File: src/hdl/imac_pkg.sv
package imac_pkg;

	localparam int MAX_WIDTH  = 4096;
	localparam int MAX_HEIGHT = 4096;

	localparam int XW = (MAX_WIDTH > 1) ? $clog2(MAX_WIDTH) : 1;
	localparam int YW = (MAX_HEIGHT > 1) ? $clog2(MAX_HEIGHT) : 1;

	localparam int VAL_W      = 8;
	localparam int LBL_W      = 8;
	localparam int MODE_W     = 2;
	localparam int ACC_W      = 64;
	localparam int NUM_SUMS   = 7;
	localparam int OUT_W      = NUM_SUMS * ACC_W;
	localparam int IN_W       = VAL_W + LBL_W;
	localparam int CFG_IDX_W  = 8;
	localparam int CFG_DATA_W = 8;

	localparam int WX_W  = VAL_W + XW;
	localparam int WY_W  = VAL_W + YW;
	localparam int WXX_W = WX_W + XW;
	localparam int WXY_W = WX_W + YW;
	localparam int WYY_W = WY_W + YW;

	localparam int FIFO_DEPTH = 4;
	localparam int FIFO_PTR_W = $clog2(FIFO_DEPTH);
	localparam int FIFO_CNT_W = FIFO_PTR_W + 1;

	localparam logic [XW-1:0] COL_LAST = XW'(MAX_WIDTH - 1);
	localparam logic [YW-1:0] ROW_LAST = YW'(MAX_HEIGHT - 1);

	// weight modes; the unused code behaves as MODE_GATED
	localparam logic [MODE_W-1:0] MODE_VALUE = 2'd0;
	localparam logic [MODE_W-1:0] MODE_LABEL = 2'd1;
	localparam logic [MODE_W-1:0] MODE_GATED = 2'd2;

	localparam logic [CFG_IDX_W-1:0] REG_WEIGHT_MODE = 8'd0;
	localparam logic [CFG_IDX_W-1:0] REG_MATCH_LABEL = 8'd1;

	typedef struct packed {
		logic             hit;
		logic [VAL_W-1:0] w;
		logic [XW-1:0]    x;
		logic [YW-1:0]    y;
		logic             frame_end;
	} item_t;

	// pixel_count lands in the lowest bits
	typedef struct packed {
		logic [ACC_W-1:0] sum_wyy;
		logic [ACC_W-1:0] sum_wxy;
		logic [ACC_W-1:0] sum_wxx;
		logic [ACC_W-1:0] sum_wy;
		logic [ACC_W-1:0] sum_wx;
		logic [ACC_W-1:0] weight_sum;
		logic [ACC_W-1:0] pixel_count;
	} moments_t;

endpackage

File: src/hdl/imac_front.sv
module imac_front (
	input  logic                             clk,
	input  logic                             arst_n,
	input  logic                             in_valid,
	input  logic [imac_pkg::VAL_W-1:0]       pixel_value,
	input  logic [imac_pkg::LBL_W-1:0]       pixel_label,
	input  logic                             row_end,
	input  logic                             frame_end,
	output logic                             in_ready,
	input  logic                             cfg_valid,
	input  logic [imac_pkg::CFG_IDX_W-1:0]   cfg_index,
	input  logic [imac_pkg::CFG_DATA_W-1:0]  cfg_data,
	output logic                             cfg_ready,
	input  logic                             fifo_full,
	output logic                             push,
	output imac_pkg::item_t                  push_item
);
	import imac_pkg::*;

	logic [MODE_W-1:0] weight_mode_q;
	logic [LBL_W-1:0]  match_label_q;
	logic [XW-1:0]     col_q;
	logic [YW-1:0]     row_q;
	logic              match;

	assign cfg_ready = 1'b1;
	assign in_ready  = !fifo_full;
	assign push      = in_valid && in_ready;
	assign match     = (pixel_label == match_label_q);

	always_comb begin
		push_item.x         = col_q;
		push_item.y         = row_q;
		push_item.frame_end = frame_end;
		case (weight_mode_q)
			MODE_VALUE: begin
				push_item.hit = 1'b1;
				push_item.w   = pixel_value;
			end
			MODE_LABEL: begin
				push_item.hit = match;
				push_item.w   = VAL_W'(match);
			end
			default: begin
				push_item.hit = match;
				push_item.w   = match ? pixel_value : '0;
			end
		endcase
	end

	always_ff @(posedge clk or negedge arst_n) begin
		if (!arst_n) begin
			weight_mode_q <= MODE_VALUE;
			match_label_q <= '0;
		end else if (cfg_valid && cfg_ready) begin
			case (cfg_index)
				REG_WEIGHT_MODE: weight_mode_q <= cfg_data[MODE_W-1:0];
				REG_MATCH_LABEL: match_label_q <= cfg_data[LBL_W-1:0];
				default: ;
			endcase
		end
	end

	// raster position, saturating at the last column and row
	always_ff @(posedge clk or negedge arst_n) begin
		if (!arst_n) begin
			col_q <= '0;
			row_q <= '0;
		end else if (push) begin
			if (frame_end) begin
				col_q <= '0;
				row_q <= '0;
			end else if (row_end) begin
				col_q <= '0;
				if (row_q < ROW_LAST)
					row_q <= row_q + 1'b1;
			end else if (col_q < COL_LAST) begin
				col_q <= col_q + 1'b1;
			end
		end
	end

endmodule

File: src/hdl/imac_fifo.sv
module imac_fifo (
	input  logic            clk,
	input  logic            arst_n,
	input  logic            push,
	input  imac_pkg::item_t push_item,
	output logic            full,
	input  logic            pop,
	output imac_pkg::item_t pop_item,
	output logic            empty
);
	import imac_pkg::*;

	item_t                 mem_q [FIFO_DEPTH];
	logic [FIFO_PTR_W-1:0] wr_ptr_q;
	logic [FIFO_PTR_W-1:0] rd_ptr_q;
	logic [FIFO_CNT_W-1:0] count_q;

	assign full     = (count_q == FIFO_CNT_W'(FIFO_DEPTH));
	assign empty    = (count_q == '0);
	assign pop_item = mem_q[rd_ptr_q];

	always_ff @(posedge clk) begin
		if (push)
			mem_q[wr_ptr_q] <= push_item;
	end

	always_ff @(posedge clk or negedge arst_n) begin
		if (!arst_n) begin
			wr_ptr_q <= '0;
			rd_ptr_q <= '0;
			count_q  <= '0;
		end else begin
			if (push)
				wr_ptr_q <= wr_ptr_q + 1'b1;
			if (pop)
				rd_ptr_q <= rd_ptr_q + 1'b1;
			if (push && !pop)
				count_q <= count_q + 1'b1;
			else if (pop && !push)
				count_q <= count_q - 1'b1;
		end
	end

	ap_count_bound: assert property (@(posedge clk) disable iff (!arst_n)
		count_q <= FIFO_CNT_W'(FIFO_DEPTH))
		else $error("fifo count above depth");

	ap_no_overflow: assert property (@(posedge clk) disable iff (!arst_n)
		!(push && full))
		else $error("push into full fifo");

	ap_no_underflow: assert property (@(posedge clk) disable iff (!arst_n)
		!(pop && empty))
		else $error("pop from empty fifo");

endmodule

File: src/hdl/imac_back.sv
module imac_back (
	input  logic                         clk,
	input  logic                         arst_n,
	input  logic                         fifo_empty,
	input  imac_pkg::item_t              fifo_item,
	output logic                         pop,
	output logic                         out_valid,
	input  logic                         out_ready,
	output logic [imac_pkg::OUT_W-1:0]   out_data
);
	import imac_pkg::*;

	logic              valid_s1;
	logic              hit_s1;
	logic [VAL_W-1:0]  w_s1;
	logic [XW-1:0]     x_s1;
	logic [YW-1:0]     y_s1;
	logic [WX_W-1:0]   wx_s1;
	logic [WY_W-1:0]   wy_s1;
	logic              fe_s1;

	logic              valid_s2;
	logic              hit_s2;
	logic [VAL_W-1:0]  w_s2;
	logic [WX_W-1:0]   wx_s2;
	logic [WY_W-1:0]   wy_s2;
	logic [WXX_W-1:0]  wxx_s2;
	logic [WXY_W-1:0]  wxy_s2;
	logic [WYY_W-1:0]  wyy_s2;
	logic              fe_s2;

	moments_t          acc_q;
	moments_t          acc_next;
	moments_t          out_q;
	logic              out_valid_q;
	logic              advance;

	// the whole pipe holds only when a frame result waits on a full output register
	assign advance   = !(valid_s2 && fe_s2 && out_valid_q && !out_ready);
	assign pop       = advance && !fifo_empty;
	assign out_valid = out_valid_q;
	assign out_data  = out_q;

	always_comb begin
		acc_next.pixel_count = acc_q.pixel_count + ACC_W'(hit_s2);
		acc_next.weight_sum  = acc_q.weight_sum + ACC_W'(w_s2);
		acc_next.sum_wx      = acc_q.sum_wx + ACC_W'(wx_s2);
		acc_next.sum_wy      = acc_q.sum_wy + ACC_W'(wy_s2);
		acc_next.sum_wxx     = acc_q.sum_wxx + ACC_W'(wxx_s2);
		acc_next.sum_wxy     = acc_q.sum_wxy + ACC_W'(wxy_s2);
		acc_next.sum_wyy     = acc_q.sum_wyy + ACC_W'(wyy_s2);
	end

	always_ff @(posedge clk) begin
		if (advance) begin
			hit_s1 <= fifo_item.hit;
			w_s1   <= fifo_item.w;
			x_s1   <= fifo_item.x;
			y_s1   <= fifo_item.y;
			fe_s1  <= fifo_item.frame_end;
			wx_s1  <= fifo_item.w * fifo_item.x;
			wy_s1  <= fifo_item.w * fifo_item.y;

			hit_s2 <= hit_s1;
			w_s2   <= w_s1;
			wx_s2  <= wx_s1;
			wy_s2  <= wy_s1;
			fe_s2  <= fe_s1;
			wxx_s2 <= wx_s1 * x_s1;
			wxy_s2 <= wx_s1 * y_s1;
			wyy_s2 <= wy_s1 * y_s1;
		end
		if (advance && valid_s2 && fe_s2)
			out_q <= acc_next;
	end

	always_ff @(posedge clk or negedge arst_n) begin
		if (!arst_n) begin
			valid_s1    <= 1'b0;
			valid_s2    <= 1'b0;
			acc_q       <= '0;
			out_valid_q <= 1'b0;
		end else begin
			if (advance) begin
				valid_s1 <= pop;
				valid_s2 <= valid_s1;
			end
			if (advance && valid_s2) begin
				if (fe_s2)
					acc_q <= '0;
				else
					acc_q <= acc_next;
			end
			if (advance && valid_s2 && fe_s2)
				out_valid_q <= 1'b1;
			else if (out_ready)
				out_valid_q <= 1'b0;
		end
	end

	ap_stall_only_on_result: assert property (@(posedge clk) disable iff (!arst_n)
		!advance |-> (out_valid_q && valid_s2 && fe_s2))
		else $error("pipeline stalled without a pending result");

	ap_result_clears_sums: assert property (@(posedge clk) disable iff (!arst_n)
		(advance && valid_s2 && fe_s2) |=> (acc_q == '0) && out_valid_q)
		else $error("frame end did not clear sums or raise result");

	ap_stall_keeps_sums: assert property (@(posedge clk) disable iff (!arst_n)
		!advance |=> $stable(acc_q))
		else $error("sums changed during a stall");

endmodule

File: src/hdl/image_moments_accumulator_top.sv
// A frame's last pixel passes the queue, s1 and s2 before the result is registered.
// Throughput: one pixel per cycle unless stalled, set by the two-stage multiply pipe
// and 64-bit accumulators; a 4-entry queue decouples input from the multiply pipe.
// Input stalls only while a frame result waits on m_axis_tready and the queue fills.
// Reset (arst_n low, asynchronous): sums, position, queue and config cleared;
// weight_mode returns to value-only, match_label to 0.
module image_moments_accumulator_top (
	input  logic                             clk,
	input  logic                             arst_n,
	input  logic                             s_axis_tvalid,
	output logic                             s_axis_tready,
	// [7:0] pixel_value, [15:8] pixel_label
	input  logic [imac_pkg::IN_W-1:0]        s_axis_tdata,
	input  logic                             s_axis_tlast,  // row_end
	// [0] frame_end
	input  logic                             s_axis_tuser,
	output logic                             m_axis_tvalid,
	input  logic                             m_axis_tready,
	// from bit 0 up, 64 bits each: pixel_count, weight_sum, sum_wx, sum_wy,
	// sum_wxx, sum_wxy, sum_wyy
	output logic [imac_pkg::OUT_W-1:0]       m_axis_tdata,
	input  logic                             cfg_valid,
	output logic                             cfg_ready,
	input  logic [imac_pkg::CFG_IDX_W-1:0]   cfg_index,
	input  logic [imac_pkg::CFG_DATA_W-1:0]  cfg_data
);
	import imac_pkg::*;

	logic  push;
	item_t push_item;
	logic  fifo_full;
	logic  pop;
	item_t pop_item;
	logic  fifo_empty;

	imac_front u_front (
		.clk         (clk),
		.arst_n      (arst_n),
		.in_valid    (s_axis_tvalid),
		.pixel_value (s_axis_tdata[VAL_W-1:0]),
		.pixel_label (s_axis_tdata[IN_W-1:VAL_W]),
		.row_end     (s_axis_tlast),
		.frame_end   (s_axis_tuser),
		.in_ready    (s_axis_tready),
		.cfg_valid   (cfg_valid),
		.cfg_index   (cfg_index),
		.cfg_data    (cfg_data),
		.cfg_ready   (cfg_ready),
		.fifo_full   (fifo_full),
		.push        (push),
		.push_item   (push_item)
	);

	imac_fifo u_fifo (
		.clk       (clk),
		.arst_n    (arst_n),
		.push      (push),
		.push_item (push_item),
		.full      (fifo_full),
		.pop       (pop),
		.pop_item  (pop_item),
		.empty     (fifo_empty)
	);

	imac_back u_back (
		.clk        (clk),
		.arst_n     (arst_n),
		.fifo_empty (fifo_empty),
		.fifo_item  (pop_item),
		.pop        (pop),
		.out_valid  (m_axis_tvalid),
		.out_ready  (m_axis_tready),
		.out_data   (m_axis_tdata)
	);

endmodule
File: config.mk
export PLATFORM = sky130hd
export DESIGN_NAME = image_moments_accumulator_top
export DESIGN_NICKNAME = d
export VERILOG_FILES = /design/src/hdl/imac_pkg.sv /design/src/hdl/imac_front.sv /design/src/hdl/imac_fifo.sv /design/src/hdl/imac_back.sv /design/src/hdl/image_moments_accumulator_top.sv
export SDC_FILE = /design/constraint.sdc
export NUM_CORES = 2
export LEC_CHECK = 0
export BUFFER_PORTS_ARGS = -buffer_cell sky130_fd_sc_hd__buf_4
export CORE_MARGIN = 2
export CORE_UTILIZATION = 60
export DETAILED_ROUTE_END_ITERATION = 16
export PLACE_DENSITY_LB_ADDON = 0.08
export SLEW_MARGIN = 20
export SYNTH_ARGS = -nofsm -noshare
export SYNTH_HDL_FRONTEND = slang
export SYNTH_SLANG_ARGS = --single-unit
export TNS_END_PERCENT = 10
File: constraint.sdc
create_clock -name clk -period 67.2 [get_ports clk]
set_clock_uncertainty 0.05 [all_clocks]
set_input_delay 13.44 -clock clk [delete_from_list [all_inputs] [get_ports clk]]
set_output_delay 13.44 -clock clk [all_outputs]
set_load 0.01 [all_outputs]
==> impl_results.md <==
- Sequential fraction of the synthesis area: 40.8%
- Share of cells above drive strength 1: 10.2%
- Worst-Margin Slew: 1170 ps
- Initial antenna violation count: 3
- GPL Wtd Cong: 0.911
- CTS buffer count: 140
- Post-synth ARST share: 38.0%
- Die height: 390 um
- Top cell type's share of synthesized area: 27.0%
- Crit-path cells: buf_4 > nor2b_1 > nand2_1 > nand2_4 > buf_12 > nor2_4 > buf_4 > buf_4 > nand2_1 > or4_1 > o211ai_1
- Die Span X: 390 um
- Gr usage total: 29.6%
- Most area-consuming cells after synthesis: edfxtp_1 (27%), fa_1 (15%), dfrtp_1 (14%), ha_1 (6.2%), nand2_1 (4.7%)
- Status: finished clean
- Most frequent cell after synthesis: nand2_1
- Syn_nets: 9636
- Maxcap violations: 0
- Worst-Skew Late Latency: 800 ps
- Ports: 490
- Total Wirelength: 224000 um
- CP most frequent cell: buf_4
- RSZ-0062 raised after global routing: no
- Critical-path top delay cell: buf_4
- Starting Density: 60.4%
- Final Critical Period: 17230 ps
- Multi-input logic area: 47800 um^2
- CP arrival: 17870 ps
- Via count: 64700
- Die area: 152000 um^2
- Area grow syn2layout: 11.3%
- Mapped cell area: 89300 um^2
- Antenna-violating nets left: 0
- Avg Cell Area, Syn: 10.5 um^2
- Reg2Reg Depth: 21
- CP Max Fanout: 114
- First-pass GRT wire length: 357000 um
- Crit Path Class: primary input to flip-flop
- DRC Markers: 0
- I/O Buffers: 488
- Grt ovf: 0
- # fillers: 11300
- Per-cell routed wire length: 20.6 um
- Via density: 5.98
- Number of flops mapped to enable cells by yosys: 804
- Final period util: 25.6%
- Detailed Place HPWL: 160000 um
- Max-slew violations: 0
- Post-Place Worst Slack: 49270 ps
- Vias in the first global route: 64900
- Clock-pin slew on the worst setup and hold paths: 60 ps
- Core Rows: 141
- Synth area leader: edfxtp_1
- Commonest cells post-synth: nand2_1 (1111), inv_1 (956), edfxtp_1 (804)
- Post-Syn Instances: 8487
- Nets: 9925
- Hold depth: 0
- Cts hold-fix bufs: 0
- Synth cell types: 102
- # resized after CTS: 0
- Top FF cell, synth: edfxtp_1
- Hold WC Path Type: flip-flop to flip-flop
- H-tree Lvls: 4
- Final core occ: 67.2%
- Register bit total from synthesis: 1296
- 1st-iter DRT viols: 5501
- Worst path max stage delay: 850 ps
- Pre-Repair DR Iteration Count: 6
- Total Neg Setup Slack: 0 ps
- Largest net degree at the start of global routing: 182
- Area of the core: 148000 um^2
- Root buf cell: clkbuf_16
- Final Hold Vio Count: 0
- Critical Path Sink Type: flip-flop
- Required @ worst endpoint: 67840 ps
- Fmax: 58.0 MHz
- Clock buffer depth: 3
- Max-slew headroom: 21.8%
- Final setup fails: 0
- Startpoint types: primary input
- PnR worst setup slack: 49970 ps
- Ys Warns: 0
- Clk sink count: 1296
- FF/Latch Area: 36500 um^2
- Post-CTS setup buffers: 0
- CTS tree: built
[final timing paths]
path	start	endpoint	slack, ps
min reg2reg	u_back.w_s1[7]$_DFFE_PN_	u_back.w_s2[7]$_DFFE_PN_	370
min	u_back.w_s1[7]$_DFFE_PN_	u_back.w_s2[7]$_DFFE_PN_	370
min in group asynchronous	arst_n	u_back.acc_q[23]$_DFFE_PN0P_	12590
max	m_axis_tready	u_back.acc_q[189]$_DFFE_PN0P_	49970
max in group asynchronous	arst_n	u_back.acc_q[333]$_DFFE_PN0P_	51510
max reg2reg	u_fifo.rd_ptr_q[1]$_DFFE_PN0P_	u_back.wx_s1[19]$_DFFE_PN_	59860
[layer usage]
layer  share of wire [%]  routed length [um]  track usage, %
met1                  42               94900            41.0
met2                  47              106000            47.7
met3                 7.0               15700            4.76
met4                 3.2                7160            10.5
met5              0.0031                   7               0
[cells by family (layout without fill, tap and decap cells)]
family	after synthesis	in the layout	share of synthesized area [%]
and+or+nand+nor	2670	2670	14.5
AOI/OAI and AO/OA	1372	1372	10.5
buffers and inverters	1363	1772	5.76
DFF	1296	1296	40.8
adders and majority gates	1110	1110	21.2
xor gates and xnor gates	556	556	5.45
muxes	119	119	1.78
other	1	3	0.00420
[final cells by class]
class	count	share of cell area [%]
antenna	2	0.00503
timing repair buffer	553	4.24
tap	1930	2.43
sequential	1296	36.7
clock buffer	166	3.74
multi-input combinational	5828	48.0
inverter	957	3.62
clock inverter	96	1.25
[stage by stage]
stage / instances / hold slack [ps] / area, um^2
3_3_place_gp: 10600 / 354 / 94400
6_report: 10800 / 365 / 99400
5_1_grt: 10800 / 374 / 99400
2_1_floorplan: 8487 / 350 / 89300
3_5_place_dp: 10600 / 358 / 94400
4_1_cts: 10800 / 367 / 99300
[state kept, by name, indices dropped and copies added (netlist names), 2 cells and up]
register,count
u_fifo.count_q,3
u_front.match_label_q,8
u_front.weight_mode_q,2
u_back.wy_s1,20
u_back.wx_s2,20
u_back.wxx_s2,32
u_back.acc_q,448
u_fifo.wr_ptr_q,2
u_fifo.rd_ptr_q,2
u_back.wy_s2,20
u_back.out_data,448
u_back.x_s1,12
u_back.y_s1,12
u_fifo.mem_q,136
u_back.wyy_s2,32
u_front.col_q,12
u_back.w_s2,8
u_back.w_s1,8
u_front.row_q,12
u_back.wxy_s2,32
u_back.wx_s1,20
[cells in the final DEF (no fill, tap or decap), types with 212 or more instances in the layout]
cell type / count
nand2_1: 1109
inv_1: 956
edfxtp_1: 804
fa_1: 667
buf_4: 546
dfrtp_1: 490
ha_1: 443
nor2_1: 350
xnor2_1: 344
and2_1: 335
a21oi_1: 296
o21ai_0: 253
nand3_1: 221
xor2_1: 212
[worst max-delay path, delay by kind of cell]
| kind | cells | cell delay (ps) |
|---|---|---|
| buf+inv | 4 | 2150 |
| simple gates | 6 | 1880 |
| compound gates | 1 | 100 |
Power is not shown: default switching activity piles up to over one toggle a cycle in this logic, so the estimate is an artifact.
